==> src/rtl/ffsa_pkg.sv <==
// ----------------------------------------------------------------------------
// First-fit segment allocator package
// Shared widths, operation and register codes, and the structs that pass
// configuration and queued commands between the allocator's modules.
// ----------------------------------------------------------------------------
package ffsa_pkg;

  // Default geometry of the heap.
  localparam int MAX_SEGMENTS_DEF      = 64;
  localparam int TILES_PER_SEGMENT_DEF = 4;
  localparam int SEGMENT_BYTES_DEF     = 128;

  // Fixed field widths.
  localparam int ADDR_W     = 32;
  localparam int OPCODE_W   = 2;
  localparam int TILE_CNT_W = 10;
  localparam int CAP_W      = 9;
  localparam int TOTAL_W    = 9;
  localparam int CFG_IDX_W  = 2;

  // Segment index and segment count fields sized for the largest heap (1024 segments).
  localparam int SEG_IDX_W = 10;
  localparam int SEG_CNT_W = 11;

  localparam logic [CAP_W-1:0]   CAP_RESET = 9'd256;
  localparam logic [TOTAL_W-1:0] TOTAL_SAT = 9'h1FF;

  // Configuration register indexes.
  localparam logic [CFG_IDX_W-1:0] CFG_HEAP_START = 2'd0;
  localparam logic [CFG_IDX_W-1:0] CFG_TILE_CAP   = 2'd1;
  localparam logic [CFG_IDX_W-1:0] CFG_FAIL_ADDR  = 2'd2;

  typedef enum logic [OPCODE_W-1:0] {
    OP_ALLOC = 2'd0,
    OP_FREE  = 2'd1,
    OP_CLEAR = 2'd2
  } op_e;

  typedef struct packed {
    logic [ADDR_W-1:0] heap_start_address;
    logic [CAP_W-1:0]  heap_tile_capacity;
    logic [ADDR_W-1:0] failure_address;
  } cfg_t;

  // One classified command as it waits between the front and the back.
  typedef struct packed {
    logic [OPCODE_W-1:0]   opcode;
    logic [TILE_CNT_W-1:0] tile_count;
    logic [SEG_IDX_W-1:0]  seg_idx;
    logic                  free_hit;
    logic [SEG_CNT_W-1:0]  active_segs;
  } cmd_t;

endpackage

==> src/rtl/ffsa_if.sv <==
// ----------------------------------------------------------------------------
// First-fit segment allocator channels
// Request and response valid/ready channels of the allocator.
// ----------------------------------------------------------------------------
interface ffsa_req_if;
  import ffsa_pkg::*;

  logic                  valid;
  logic                  ready;
  logic [OPCODE_W-1:0]   opcode;
  logic [TILE_CNT_W-1:0] tile_count;
  logic [ADDR_W-1:0]     release_address;

  modport source (output valid, output opcode, output tile_count, output release_address,
                  input ready);
  modport sink   (input valid, input opcode, input tile_count, input release_address,
                  output ready);
endinterface

interface ffsa_rsp_if;
  import ffsa_pkg::*;

  logic               valid;
  logic               ready;
  logic [ADDR_W-1:0]  block_address;
  logic               granted;
  logic [TOTAL_W-1:0] allocated_tiles;

  modport source (output valid, output block_address, output granted,
                  output allocated_tiles, input ready);
  modport sink   (input valid, input block_address, input granted,
                  input allocated_tiles, output ready);
endinterface

==> src/rtl/first_fit_segment_allocator.sv <==
// ----------------------------------------------------------------------------
// First-fit segment allocator
// Top level: configuration registers, front end, command queue and back end.
// ----------------------------------------------------------------------------
// Usage. Requests arrive on req (opcode, tile_count, release_address) and each
// request item yields exactly one response item on rsp (block_address, granted,
// allocated_tiles). Opcode allocate rounds tile_count up to whole segments and
// takes the first free run from segment 0; free clears the entry its address
// names; clear empties the whole table. Registers are written through cfg_we_i,
// cfg_idx_i and cfg_data_i while no item is in flight.
// Timing. The front end takes an item, works out the segment a free names and
// the active segment count by reciprocal multiplication, then queues the
// command (two entries); it takes no new item until that command is queued.
// The back end reads the segment table one entry per cycle through its single
// RAM read port: an allocate skips head entries and examines the free entries
// of each candidate run, then every command ends with a walk over at most the
// active segment count of entries. A clear also writes every table entry.
// Reset. After rst_ni rises the table is swept to zero, one entry per cycle;
// req.ready stays low until the sweep ends, while configuration writes are
// taken at any time.
// Back pressure. A response waits in the output register while rsp.ready is
// low; the front end keeps taking and classifying items until the queue fills.
// ----------------------------------------------------------------------------
module first_fit_segment_allocator #(
  parameter int MAX_SEGMENTS      = ffsa_pkg::MAX_SEGMENTS_DEF,
  parameter int TILES_PER_SEGMENT = ffsa_pkg::TILES_PER_SEGMENT_DEF,
  parameter int SEGMENT_BYTES     = ffsa_pkg::SEGMENT_BYTES_DEF
) (
  input  logic                           clk_i,
  input  logic                           rst_ni,
  ffsa_req_if.sink                       req,
  ffsa_rsp_if.source                     rsp,
  input  logic                           cfg_we_i,
  input  logic [ffsa_pkg::CFG_IDX_W-1:0] cfg_idx_i,
  input  logic [ffsa_pkg::ADDR_W-1:0]    cfg_data_i
);
  import ffsa_pkg::*;

  cfg_t       cfg_q;
  logic       q_valid;
  cmd_t       q_cmd;
  logic       q_pop;
  logic       init_busy;
  logic [2:0] pending_q;

  // Configuration registers; an index past the list is dropped.
  always_ff @(posedge clk_i or negedge rst_ni) begin
    if (!rst_ni) begin
      cfg_q.heap_start_address <= '0;
      cfg_q.heap_tile_capacity <= CAP_RESET;
      cfg_q.failure_address    <= '0;
    end else if (cfg_we_i) begin
      case (cfg_idx_i)
        CFG_HEAP_START: cfg_q.heap_start_address <= cfg_data_i;
        CFG_TILE_CAP:   cfg_q.heap_tile_capacity <= cfg_data_i[CAP_W-1:0];
        CFG_FAIL_ADDR:  cfg_q.failure_address    <= cfg_data_i;
        default: begin
        end
      endcase
    end
  end

  ffsa_front #(
    .MAX_SEGMENTS      (MAX_SEGMENTS),
    .TILES_PER_SEGMENT (TILES_PER_SEGMENT),
    .SEGMENT_BYTES     (SEGMENT_BYTES)
  ) u_front (
    .clk_i       (clk_i),
    .rst_ni      (rst_ni),
    .cfg_i       (cfg_q),
    .init_busy_i (init_busy),
    .req         (req),
    .q_valid_o   (q_valid),
    .q_cmd_o     (q_cmd),
    .q_pop_i     (q_pop)
  );

  ffsa_back #(
    .MAX_SEGMENTS      (MAX_SEGMENTS),
    .TILES_PER_SEGMENT (TILES_PER_SEGMENT),
    .SEGMENT_BYTES     (SEGMENT_BYTES)
  ) u_back (
    .clk_i       (clk_i),
    .rst_ni      (rst_ni),
    .cfg_i       (cfg_q),
    .q_valid_i   (q_valid),
    .q_cmd_i     (q_cmd),
    .q_pop_o     (q_pop),
    .init_busy_o (init_busy),
    .rsp         (rsp)
  );

  // Items taken but not yet answered: at most one in the front end, two queued,
  // and one either in the back end or waiting in the output register, since the
  // back end only pops when the output register empties at that edge.
  always_ff @(posedge clk_i or negedge rst_ni) begin
    if (!rst_ni) begin
      pending_q <= '0;
    end else begin
      pending_q <= pending_q + 3'(req.valid && req.ready) - 3'(rsp.valid && rsp.ready);
    end
  end

  a_no_accept_during_init: assert property (@(posedge clk_i) disable iff (!rst_ni)
    init_busy |-> !req.ready)
    else $error("request taken while the table is being swept");

  a_response_has_request: assert property (@(posedge clk_i) disable iff (!rst_ni)
    rsp.valid |-> (pending_q != 3'd0))
    else $error("response without an outstanding request");

  a_pending_bound: assert property (@(posedge clk_i) disable iff (!rst_ni)
    pending_q <= 3'd4)
    else $error("more items in flight than the pipeline can hold");

  a_queue_pop_only_valid: assert property (@(posedge clk_i) disable iff (!rst_ni)
    q_pop |-> q_valid)
    else $error("command queue popped while empty");

endmodule

==> src/rtl/ffsa_ram.sv <==
// ----------------------------------------------------------------------------
// Generic RAM
// One write port and one read port with registered read data.
// ----------------------------------------------------------------------------
module ffsa_ram #(
  parameter int WIDTH = 8,
  parameter int DEPTH = 64
) (
  input  logic                                       clk_i,
  input  logic                                       we_i,
  input  logic [((DEPTH > 1) ? $clog2(DEPTH) : 1)-1:0] waddr_i,
  input  logic [WIDTH-1:0]                           wdata_i,
  input  logic [((DEPTH > 1) ? $clog2(DEPTH) : 1)-1:0] raddr_i,
  output logic [WIDTH-1:0]                           rdata_o
);

  logic [WIDTH-1:0] mem_q [DEPTH];
  logic [WIDTH-1:0] rdata_q;

  always_ff @(posedge clk_i) begin
    if (we_i) begin
      mem_q[waddr_i] <= wdata_i;
    end
    rdata_q <= mem_q[raddr_i];
  end

  assign rdata_o = rdata_q;

endmodule

==> src/rtl/ffsa_cdiv.sv <==
// ----------------------------------------------------------------------------
// Divider by a constant
// Reciprocal multiplication for dividends below DIVISOR times two to the
// power QW; the quotient is registered at the edge that starts it.
// ----------------------------------------------------------------------------
module ffsa_cdiv #(
  parameter int DW      = 32,
  parameter int DIVISOR = 128,
  parameter int QW      = 6
) (
  input  logic          clk_i,
  input  logic          rst_ni,
  input  logic          start_i,
  input  logic [DW-1:0] dividend_i,
  output logic          done_o,
  output logic [QW-1:0] quotient_o
);

  // Dividends in range fit in NW bits. With a shift of NW plus the divisor's
  // ceiling log2, the rounded-up reciprocal gives the exact quotient.
  localparam int NW = $clog2(DIVISOR) + QW;
  localparam int K  = NW + $clog2(DIVISOR);
  localparam longint unsigned MULT =
    ((64'd1 << K) + 64'(DIVISOR) - 64'd1) / 64'(DIVISOR);
  localparam int MW = $clog2(MULT + 64'd1);
  localparam int PW = NW + MW;
  localparam logic [MW-1:0] MULT_V = MW'(MULT);

  logic [NW-1:0] num;
  logic [PW-1:0] prod;
  logic          done_q;
  logic [QW-1:0] quo_q;

  assign num  = NW'(dividend_i);
  assign prod = PW'(num) * PW'(MULT_V);

  always_ff @(posedge clk_i or negedge rst_ni) begin
    if (!rst_ni) begin
      done_q <= 1'b0;
    end else if (start_i) begin
      done_q <= 1'b1;
    end
  end

  always_ff @(posedge clk_i) begin
    if (start_i) begin
      quo_q <= QW'(prod >> K);
    end
  end

  assign done_o     = done_q;
  assign quotient_o = quo_q;

endmodule

==> src/rtl/ffsa_front.sv <==
// ----------------------------------------------------------------------------
// Allocator front end
// Accepts request items, works out the segment a free names and the number
// of active segments, and queues the classified command for the back end.
// ----------------------------------------------------------------------------
module ffsa_front #(
  parameter int MAX_SEGMENTS      = ffsa_pkg::MAX_SEGMENTS_DEF,
  parameter int TILES_PER_SEGMENT = ffsa_pkg::TILES_PER_SEGMENT_DEF,
  parameter int SEGMENT_BYTES     = ffsa_pkg::SEGMENT_BYTES_DEF
) (
  input  logic            clk_i,
  input  logic            rst_ni,
  input  ffsa_pkg::cfg_t  cfg_i,
  input  logic            init_busy_i,
  ffsa_req_if.sink        req,
  output logic            q_valid_o,
  output ffsa_pkg::cmd_t  q_cmd_o,
  input  logic            q_pop_i
);
  import ffsa_pkg::*;

  localparam int SEG_QW = (MAX_SEGMENTS > 1) ? $clog2(MAX_SEGMENTS) : 1;
  localparam logic [ADDR_W:0] SPAN = (ADDR_W + 1)'(MAX_SEGMENTS * SEGMENT_BYTES);

  localparam logic [1:0] F_IDLE = 2'd0;
  localparam logic [1:0] F_CALC = 2'd1;
  localparam logic [1:0] F_DIV  = 2'd2;

  localparam int QDEPTH = 2;

  logic [1:0] state_q, state_d;

  logic [OPCODE_W-1:0]   op_q;
  logic [TILE_CNT_W-1:0] tiles_q;
  logic [ADDR_W-1:0]     rel_q;
  logic                  in_range_q, in_range_d;
  logic                  nomatch_q, nomatch_d;
  logic [ADDR_W-1:0]     diff;

  logic                  div_start;
  logic                  seg_done, cap_done;
  logic [SEG_QW-1:0]     seg_quo;
  logic [CAP_W-1:0]      cap_quo;

  logic                  accept, push;
  cmd_t                  push_cmd;
  cmd_t                  q_mem_q [QDEPTH];
  logic                  wr_ptr_q, rd_ptr_q;
  logic [1:0]            count_q;

  assign diff   = rel_q - cfg_i.heap_start_address;
  assign accept = req.valid && req.ready;

  always_comb begin
    state_d    = state_q;
    in_range_d = in_range_q;
    nomatch_d  = nomatch_q;
    div_start  = 1'b0;
    push       = 1'b0;
    req.ready  = (state_q == F_IDLE) && !init_busy_i;
    case (state_q)
      F_IDLE: begin
        if (accept) begin
          state_d = F_CALC;
        end
      end
      F_CALC: begin
        div_start  = 1'b1;
        in_range_d = ({1'b0, diff} < SPAN);
        nomatch_d  = (rel_q != cfg_i.failure_address);
        state_d    = F_DIV;
      end
      F_DIV: begin
        if (seg_done && cap_done && (count_q != 2'(QDEPTH))) begin
          push    = 1'b1;
          state_d = F_IDLE;
        end
      end
      default: begin
        state_d = F_IDLE;
      end
    endcase
  end

  ffsa_cdiv #(
    .DW      (ADDR_W),
    .DIVISOR (SEGMENT_BYTES),
    .QW      (SEG_QW)
  ) u_seg_div (
    .clk_i      (clk_i),
    .rst_ni     (rst_ni),
    .start_i    (div_start),
    .dividend_i (diff),
    .done_o     (seg_done),
    .quotient_o (seg_quo)
  );

  ffsa_cdiv #(
    .DW      (CAP_W),
    .DIVISOR (TILES_PER_SEGMENT),
    .QW      (CAP_W)
  ) u_cap_div (
    .clk_i      (clk_i),
    .rst_ni     (rst_ni),
    .start_i    (div_start),
    .dividend_i (cfg_i.heap_tile_capacity),
    .done_o     (cap_done),
    .quotient_o (cap_quo)
  );

  always_comb begin
    push_cmd.opcode      = op_q;
    push_cmd.tile_count  = tiles_q;
    push_cmd.seg_idx     = SEG_IDX_W'(seg_quo);
    push_cmd.free_hit    = in_range_q && nomatch_q;
    push_cmd.active_segs = (32'(cap_quo) > 32'(MAX_SEGMENTS)) ? SEG_CNT_W'(MAX_SEGMENTS)
                                                              : SEG_CNT_W'(cap_quo);
  end

  always_ff @(posedge clk_i or negedge rst_ni) begin
    if (!rst_ni) begin
      state_q  <= F_IDLE;
      wr_ptr_q <= 1'b0;
      rd_ptr_q <= 1'b0;
      count_q  <= '0;
    end else begin
      state_q <= state_d;
      if (push) begin
        wr_ptr_q <= ~wr_ptr_q;
      end
      if (q_pop_i) begin
        rd_ptr_q <= ~rd_ptr_q;
      end
      count_q <= count_q + 2'(push) - 2'(q_pop_i);
    end
  end

  always_ff @(posedge clk_i) begin
    if (accept) begin
      op_q    <= req.opcode;
      tiles_q <= req.tile_count;
      rel_q   <= req.release_address;
    end
    in_range_q <= in_range_d;
    nomatch_q  <= nomatch_d;
    if (push) begin
      q_mem_q[wr_ptr_q] <= push_cmd;
    end
  end

  assign q_valid_o = (count_q != '0);
  assign q_cmd_o   = q_mem_q[rd_ptr_q];

endmodule

==> src/rtl/ffsa_back.sv <==
// ----------------------------------------------------------------------------
// Allocator back end
// Runs queued commands against the segment table: first-fit scan, free,
// clear, then a walk that totals the allocated segments for the response.
// ----------------------------------------------------------------------------
module ffsa_back #(
  parameter int MAX_SEGMENTS      = ffsa_pkg::MAX_SEGMENTS_DEF,
  parameter int TILES_PER_SEGMENT = ffsa_pkg::TILES_PER_SEGMENT_DEF,
  parameter int SEGMENT_BYTES     = ffsa_pkg::SEGMENT_BYTES_DEF
) (
  input  logic           clk_i,
  input  logic           rst_ni,
  input  ffsa_pkg::cfg_t cfg_i,
  input  logic           q_valid_i,
  input  ffsa_pkg::cmd_t q_cmd_i,
  output logic           q_pop_o,
  output logic           init_busy_o,
  ffsa_rsp_if.source     rsp
);
  import ffsa_pkg::*;

  localparam int AW   = (MAX_SEGMENTS > 1) ? $clog2(MAX_SEGMENTS) : 1;
  localparam int EW   = $clog2(MAX_SEGMENTS + 1);
  localparam int IW   = $clog2(2 * MAX_SEGMENTS);
  localparam int RUNW = $clog2(MAX_SEGMENTS * TILES_PER_SEGMENT + 1);
  localparam int CW   = (RUNW > TILE_CNT_W) ? RUNW : TILE_CNT_W;

  localparam logic [2:0] B_IDLE   = 3'd0;
  localparam logic [2:0] B_AHEAD  = 3'd1;
  localparam logic [2:0] B_ARUN   = 3'd2;
  localparam logic [2:0] B_WSTART = 3'd3;
  localparam logic [2:0] B_WRUN   = 3'd4;
  localparam logic [2:0] B_CLR    = 3'd5;

  logic [2:0]         state_q, state_d;
  logic [AW-1:0]      clr_q, clr_d;
  logic               clr_item_q, clr_item_d;
  logic               out_valid_q, out_valid_d;

  cmd_t               cmd_q, cmd_d;
  logic [IW-1:0]      i_q, i_d;
  logic [IW-1:0]      p_q, p_d;
  logic [EW-1:0]      j_q, j_d;
  logic [CW-1:0]      run_q, run_d;
  logic [IW-1:0]      sum_q, sum_d;
  logic               grant_q, grant_d;
  logic [ADDR_W-1:0]  prod_q, prod_d;
  logic [ADDR_W-1:0]  out_addr_q, out_addr_d;
  logic               out_grant_q, out_grant_d;
  logic [TOTAL_W-1:0] out_tiles_q, out_tiles_d;

  logic               we;
  logic [AW-1:0]      waddr;
  logic [EW-1:0]      wdata;
  logic [IW-1:0]      raddr_full;
  logic [EW-1:0]      rdata;
  logic [IW-1:0]      rdata_w;
  logic [IW-1:0]      n_w;
  logic [CW-1:0]      tiles_w;
  logic [IW-1:0]      i_jump, i_inc;
  logic [IW-1:0]      base_p, adv_p;
  logic [EW-1:0]      base_j, adv_j;
  logic [CW-1:0]      base_run, adv_run;
  logic [ADDR_W-1:0]  total_w;

  assign rdata_w = IW'(rdata);
  assign n_w     = IW'(cmd_q.active_segs);
  assign tiles_w = CW'(cmd_q.tile_count);
  assign i_jump  = i_q + rdata_w;
  assign i_inc   = i_q + IW'(1);

  // A run starts at the candidate entry itself, or continues from the last free entry.
  assign base_p   = (state_q == B_ARUN) ? p_q : i_q;
  assign base_j   = (state_q == B_ARUN) ? j_q : '0;
  assign base_run = (state_q == B_ARUN) ? run_q : '0;
  assign adv_p    = base_p + IW'(1);
  assign adv_j    = base_j + EW'(1);
  assign adv_run  = base_run + CW'(TILES_PER_SEGMENT);

  assign total_w = ADDR_W'(sum_q) * ADDR_W'(TILES_PER_SEGMENT);

  always_comb begin
    state_d     = state_q;
    clr_d       = clr_q;
    clr_item_d  = clr_item_q;
    out_valid_d = out_valid_q && !rsp.ready;
    cmd_d       = cmd_q;
    i_d         = i_q;
    p_d         = p_q;
    j_d         = j_q;
    run_d       = run_q;
    sum_d       = sum_q;
    grant_d     = grant_q;
    prod_d      = prod_q;
    out_addr_d  = out_addr_q;
    out_grant_d = out_grant_q;
    out_tiles_d = out_tiles_q;
    we          = 1'b0;
    waddr       = '0;
    wdata       = '0;
    raddr_full  = '0;
    q_pop_o     = 1'b0;
    case (state_q)
      B_IDLE: begin
        if (q_valid_i && (!out_valid_q || rsp.ready)) begin
          q_pop_o = 1'b1;
          cmd_d   = q_cmd_i;
          grant_d = 1'b0;
          i_d     = '0;
          case (q_cmd_i.opcode)
            OP_ALLOC: begin
              state_d = B_AHEAD;
            end
            OP_FREE: begin
              if (q_cmd_i.free_hit) begin
                we    = 1'b1;
                waddr = q_cmd_i.seg_idx[AW-1:0];
              end
              state_d = B_WSTART;
            end
            OP_CLEAR: begin
              clr_d      = '0;
              clr_item_d = 1'b1;
              state_d    = B_CLR;
            end
            default: begin
              state_d = B_WSTART;
            end
          endcase
        end
      end
      B_AHEAD, B_ARUN: begin
        if ((state_q == B_AHEAD) && (i_q >= n_w)) begin
          state_d = B_WSTART;
        end else if ((state_q == B_AHEAD) && (rdata != '0)) begin
          i_d        = i_jump;
          raddr_full = i_jump;
        end else if ((state_q == B_ARUN) && (rdata != '0)) begin
          i_d        = i_inc;
          raddr_full = i_inc;
          state_d    = B_AHEAD;
        end else if ((state_q == B_AHEAD) && (cmd_q.tile_count == '0)) begin
          grant_d = 1'b1;
          prod_d  = ADDR_W'(i_q) * ADDR_W'(SEGMENT_BYTES);
          state_d = B_WSTART;
        end else if (adv_run >= tiles_w) begin
          we      = 1'b1;
          waddr   = i_q[AW-1:0];
          wdata   = adv_j;
          grant_d = 1'b1;
          prod_d  = ADDR_W'(i_q) * ADDR_W'(SEGMENT_BYTES);
          state_d = B_WSTART;
        end else if (adv_p >= n_w) begin
          state_d = B_WSTART;
        end else begin
          p_d        = adv_p;
          j_d        = adv_j;
          run_d      = adv_run;
          raddr_full = adv_p;
          state_d    = B_ARUN;
        end
      end
      B_WSTART: begin
        i_d     = '0;
        sum_d   = '0;
        state_d = B_WRUN;
      end
      B_WRUN: begin
        if (i_q >= n_w) begin
          out_valid_d = 1'b1;
          if (cmd_q.opcode == OP_ALLOC) begin
            out_addr_d = grant_q ? (cfg_i.heap_start_address + prod_q)
                                 : cfg_i.failure_address;
          end else begin
            out_addr_d = '0;
          end
          out_grant_d = grant_q && (cmd_q.opcode == OP_ALLOC);
          out_tiles_d = (total_w > ADDR_W'(TOTAL_SAT)) ? TOTAL_SAT : total_w[TOTAL_W-1:0];
          state_d     = B_IDLE;
        end else if (rdata != '0) begin
          sum_d      = sum_q + rdata_w;
          i_d        = i_jump;
          raddr_full = i_jump;
        end else begin
          i_d        = i_inc;
          raddr_full = i_inc;
        end
      end
      B_CLR: begin
        we    = 1'b1;
        waddr = clr_q;
        clr_d = clr_q + AW'(1);
        if (clr_q == AW'(MAX_SEGMENTS - 1)) begin
          state_d = clr_item_q ? B_WSTART : B_IDLE;
        end
      end
      default: begin
        state_d = B_IDLE;
      end
    endcase
  end

  ffsa_ram #(
    .WIDTH (EW),
    .DEPTH (MAX_SEGMENTS)
  ) u_table (
    .clk_i   (clk_i),
    .we_i    (we),
    .waddr_i (waddr),
    .wdata_i (wdata),
    .raddr_i (raddr_full[AW-1:0]),
    .rdata_o (rdata)
  );

  always_ff @(posedge clk_i or negedge rst_ni) begin
    if (!rst_ni) begin
      state_q     <= B_CLR;
      clr_q       <= '0;
      clr_item_q  <= 1'b0;
      out_valid_q <= 1'b0;
    end else begin
      state_q     <= state_d;
      clr_q       <= clr_d;
      clr_item_q  <= clr_item_d;
      out_valid_q <= out_valid_d;
    end
  end

  always_ff @(posedge clk_i) begin
    cmd_q       <= cmd_d;
    i_q         <= i_d;
    p_q         <= p_d;
    j_q         <= j_d;
    run_q       <= run_d;
    sum_q       <= sum_d;
    grant_q     <= grant_d;
    prod_q      <= prod_d;
    out_addr_q  <= out_addr_d;
    out_grant_q <= out_grant_d;
    out_tiles_q <= out_tiles_d;
  end

  assign init_busy_o         = (state_q == B_CLR) && !clr_item_q;
  assign rsp.valid           = out_valid_q;
  assign rsp.block_address   = out_addr_q;
  assign rsp.granted         = out_grant_q;
  assign rsp.allocated_tiles = out_tiles_q;

endmodule

==> src/flat_wrapper.sv <==
// flat-port wrapper written by rule: the top's interface ports become plain ports
module first_fit_segment_allocator_flat import ffsa_pkg::*;
#(
  parameter int MAX_SEGMENTS      = ffsa_pkg::MAX_SEGMENTS_DEF,
  parameter int TILES_PER_SEGMENT = ffsa_pkg::TILES_PER_SEGMENT_DEF,
  parameter int SEGMENT_BYTES     = ffsa_pkg::SEGMENT_BYTES_DEF
)
  (clk_i, rst_ni, cfg_we_i, cfg_idx_i, cfg_data_i, req_valid, req_opcode, req_tile_count, req_release_address, req_ready, rsp_valid, rsp_block_address, rsp_granted, rsp_allocated_tiles, rsp_ready);
  ffsa_req_if req_i ();
  ffsa_rsp_if rsp_i ();
  input  logic clk_i;
  input  logic rst_ni;
  input  logic cfg_we_i;
  input  logic [ffsa_pkg::CFG_IDX_W-1:0] cfg_idx_i;
  input  logic [ffsa_pkg::ADDR_W-1:0] cfg_data_i;
  input wire logic [$bits(req_i.valid)-1:0] req_valid;
  input wire logic [$bits(req_i.opcode)-1:0] req_opcode;
  input wire logic [$bits(req_i.tile_count)-1:0] req_tile_count;
  input wire logic [$bits(req_i.release_address)-1:0] req_release_address;
  output wire logic [$bits(req_i.ready)-1:0] req_ready;
  output wire logic [$bits(rsp_i.valid)-1:0] rsp_valid;
  output wire logic [$bits(rsp_i.block_address)-1:0] rsp_block_address;
  output wire logic [$bits(rsp_i.granted)-1:0] rsp_granted;
  output wire logic [$bits(rsp_i.allocated_tiles)-1:0] rsp_allocated_tiles;
  input wire logic [$bits(rsp_i.ready)-1:0] rsp_ready;
  assign req_i.valid = req_valid;
  assign req_i.opcode = req_opcode;
  assign req_i.tile_count = req_tile_count;
  assign req_i.release_address = req_release_address;
  assign req_ready = req_i.ready;
  assign rsp_valid = rsp_i.valid;
  assign rsp_block_address = rsp_i.block_address;
  assign rsp_granted = rsp_i.granted;
  assign rsp_allocated_tiles = rsp_i.allocated_tiles;
  assign rsp_i.ready = rsp_ready;
  first_fit_segment_allocator #(.MAX_SEGMENTS(MAX_SEGMENTS), .TILES_PER_SEGMENT(TILES_PER_SEGMENT), .SEGMENT_BYTES(SEGMENT_BYTES)) u_core (.clk_i(clk_i), .rst_ni(rst_ni), .req(req_i), .rsp(rsp_i), .cfg_we_i(cfg_we_i), .cfg_idx_i(cfg_idx_i), .cfg_data_i(cfg_data_i));
endmodule
==> config.mk <==
export PLATFORM = sky130hd
export DESIGN_NAME = first_fit_segment_allocator_flat
export DESIGN_NICKNAME = d
export VERILOG_FILES = /design/src/rtl/ffsa_pkg.sv /design/src/rtl/ffsa_if.sv /design/src/rtl/first_fit_segment_allocator.sv /design/src/rtl/ffsa_ram.sv /design/src/rtl/ffsa_cdiv.sv /design/src/rtl/ffsa_front.sv /design/src/rtl/ffsa_back.sv /design/src/flat_wrapper.sv
export SDC_FILE = /design/constraint.sdc
export NUM_CORES = 1
export LEC_CHECK = 0
export BUFFER_PORTS_ARGS = -buffer_cell sky130_fd_sc_hd__buf_4
export CORE_ASPECT_RATIO = 2
export CORE_UTILIZATION = 30
export DETAILED_ROUTE_END_ITERATION = 10
export HOLD_SLACK_MARGIN = 0.03
export PLACE_DENSITY = 0.53
export SYNTH_ARGS = -nofsm -noshare
export SYNTH_HDL_FRONTEND = slang
export SYNTH_SLANG_ARGS = --single-unit
==> constraint.sdc <==
create_clock -name clk_i -period 6.65 [get_ports clk_i]
set_input_delay 0.9975 -clock clk_i [delete_from_list [all_inputs] [get_ports clk_i]]
set_output_delay 0.9975 -clock clk_i [all_outputs]
set_load 0.02 [all_outputs]
==> impl_metrics.toml <==
[setup_path]
crit_type = "reg -> reg"
cpPeakStageDelay_ns = 0.54
path_buf_inv = 2
r2r_start = "u_core.u_back.state_q[2]"
crit_path_end_kind = "flop"
timing.rr.end = "u_core.u_back.u_table.rdata_o[0]"
required_ns = 7.18
critPathMaxFanout = 78
crit_arrival_ns = 6.25
cp_slowest_cell = "dfstp_2"
rrSetupSlack_ns = 0.93
cp-start-kind = "flop"
worstPathCellList = "buf_4, nor2_1, nand2b_1, nand2_1, nand2_1, ha_1, nand4_1, a32oi_1, ha_1, o2111a_1, o31ai_1, o211ai_1, o211ai_4, nand2_8, buf_12, mux2i_1, o21ai_0, a22oi_1, a21oi_1, or4_1"
cp_top_family = "compound AO/OA/AOI/OAI gates"
r2r_cells = 20

[place]
placed_area_um2 = 36500
gp_congestion = 0.883
dpl.hpwl_mm = 70.7
io_buffer_count = 124

[floorplanning]
coreArea_um2 = 111000
fp.dieH_um = 475
start_util_pct = 30.3
die_area_um2 = 113000
rows = 173
chipWidth_um = 239
io_pins = 127

[synthesis]
async_reset_ff_share_pct = 11.7
avgSynthCellArea_um2 = 13.4
synthTopCellsByCount = "664 x edfxtp_1, 194 x nor2_1, 132 x nand2_1"
netlist.area_leader.share_pct = 59.3
yosysTopAreaCell = "edfxtp_1"
synth_seq_cells = 760
synth-edff-count = 664
ys_types = 85
ys_warn_count = 0
netlist_area_um2 = 33600
synthCells = 2504
ys_seq_area_share_pct = 66.4
synth_area_leaders = "edfxtp_1 59%, dfrtp_1 6.4%, mux2i_1 3.9%"
synthFlopType = "edfxtp_1"
synth_most_common_cell = "edfxtp_1"

[detailed_routing]
met1_length_mm = 31.3
vias = 20800
route.met2.wl_mm = 56.8
highest_layer = "met4"
ant_nets = 0
drc = 0
drtPass1Iterations = 5
drt-total-wl_mm = 98.4
drt_iter0_markers = 1258
wl_met3_mm = 2.99
wire_per_inst_um = 23.6
via_per_inst = 5.00

[min_path]
min-delay-path-class = "in -> async"

[sta]
hold_violations = 0
relSlewSlack_pct = 31.7
clock_skew_ns = 0.0299
setup_viol = 0
maxClockFrequency_mhz = 175
tightest_slew_ns = 1.01
layout_worst_path_cycle_share_pct = 86.0
fin_crit_ns = 5.72
rsz0062_at_grt = "no"
drv_slew = 0
setup-tns-final_ns = 0

[clock_tree]
cts_max_level = 2
clk_pin_slew_ns = 0.08
cts_buffers = 61
cts.sinks = 760
cts_buffer_depth = 3
ctsRootBufferMaster = "clkbuf_16"
cts_resized = 0
clock_latency_ns = 0.65
cts_tree = "done"
hold_buffers = 0
post-cts-setup-buffers = 0

[run]
cap_violations = 0

[status]
status = "finished, final reports clean"

[power]
power.leakage_nw = 14.6
peakVddDrop_v = 0.000477
p_per_area_nw_per_um2 = 443

[global_routing]
grt_pass1_wl_mm = 142
grt_max_degree = 116
grtUsageTotal_pct = 17.2
grt-ovfl-total = 0
grt_pass1_vias = 21700
antenna_found_initial = 1

[layout]
nets = 2789
drive_gt1_share_pct = 14.2
areaGrowthSynthToFinish_pct = 14.7
final_area_um2 = 38500
layout by cell type, fill, tap and decap left out, drive strengths merged, types with 6 or more instances in the layout:
cell type  netlist  routed
dfrtp           86      86
mux2i          131     131
a31oi            6       6
a21oi           82      82
a22oi           34      34
or3             91      91
nor2           194     194
dfxtp            7       7
o21a             6       6
o31ai            6       6
nand2          134     134
nor2b           15      15
o211ai          91      91
nor3            47      47
nor4             8       8
ha              80      80
mux2            67      67
o22ai           20      20
clkinv           1      22
clkbuf          86      77
nand2b          20      20
a21o            12      12
and3            12      12
and2            18      18
a32oi           17      17
o21ai          183     183
bufinv           0       6
inv             81      84
xor2            25      25
edfxtp         664     664
nand4           22      22
a211oi          15      15
nand3b           7       7
nand3           31      31
buf             41     182
or2              6       6
xnor2           74      74
or4              8       8
routing by layer:
metal  vias up  track usage (%)
li1       9717                -
met1     10300             15.2
met2       557             35.3
met3       228             1.81
met4         0             11.9
met5         -                0
worst max path at each step:
| stage | depth (start not counted) | endpoint | slack [ns] | start |
|---|---|---|---|---|
| after global placement | 21 | u_core.u_back.u_table.rdata_o[1] | 0.94 | u_core.u_back.state_q[2] |
| after CTS | 20 | u_core.u_back.u_table.rdata_o[2] | 0.92 | u_core.u_back.state_q[2] |
| after floorplan | 13 | u_core.u_back.u_table.mem_q[0][5] | 0.62 | u_core.u_back.state_q[2] |
| final | 20 | u_core.u_back.u_table.rdata_o[0] | 0.93 | u_core.u_back.state_q[2] |
| after global routing | 21 | u_core.u_back.u_table.rdata_o[1] | 0.61 | u_core.u_back.state_q[2] |
| after detailed placement | 20 | u_core.u_back.u_table.rdata_o[2] | 0.94 | u_core.u_back.state_q[2] |
sequential cells by signal, summed over array words and instances (netlist names), 9 cells and up:
signal and flops:
u_core.cfg_q 71, u_core.u_back.cmd_q 9, u_core.u_back.rsp.block_address 32, u_core.u_back.run_q 10, u_core.u_back.tiles_w 10, u_core.u_back.u_table.mem_q 448
u_core.u_front.q_mem_q 52, u_core.u_front.rel_q 32, u_core.u_front.tiles_q 10
cells by family (layout without fill, tap and decap cells):
logic type	after synthesis	after routing	synth area share, %
flops	760	760	66.4
compound gates	528	528	10.1
simple gates	626	626	9.11
mux	198	198	6.15
xor+xnor	99	99	2.58
other cells	1	4	0.0112
buf+inv	209	376	2.52
fa+ha+maj	83	83	3.16
cell type report:
cell class / count / area (µm²)
well taps: 1487 / 1860
flip-flops and latches: 760 / 22300
fillers: 10800 / 72500
clock buffers: 77 / 1670
multi-input cells: 1536 / 10600
inverters: 82 / 308
repair buffers: 182 / 1450
clock inverters: 35 / 378
diodes: 2 / 5.00
per-stage QoR:
step	util (%)	std cells	worst slack, ns	hold WS (ns)	power, mW
6_report	34.7	4161	0.929	0.291	17.1
5_1_grt	34.7	4160	0.611	0.290	17.9
3_3_place_gp	32.9	4047	0.938	0.423	13.4
3_5_place_dp	32.9	4047	0.939	0.429	13.4
2_1_floorplan	-	2505	0.615	0.419	10.9
4_1_cts	34.7	4159	0.922	0.256	17.2
report_power, final:
group | internal [mW] | switching, mW | leakage (nW)
Combinational | 2.30 | 4.70 | 5.42
Sequential | 5.88 | 0.407 | 8.21
Clock | 2.02 | 1.75 | 0.985
Total | 10.2 | 6.86 | 14.6
worst register-to-register path: stages, from the launching register on:
cell and delay (ns):
dfstp_2 0.54, buf_4 0.23, nor2_1 0.11, nand2b_1 0.10
nand2_1 0.13, nand2_1 0.13, ha_1 0.25, nand4_1 0.11
a32oi_1 0.37, ha_1 0.30, o2111a_1 0.15, o31ai_1 0.09
o211ai_1 0.44, o211ai_4 0.41, nand2_8 0.22, buf_12 0.30
mux2i_1 0.65, o21ai_0 0.19, a22oi_1 0.29, a21oi_1 0.10
or4_1 0.51
Note: power is estimated with default switching activity, not from simulation.
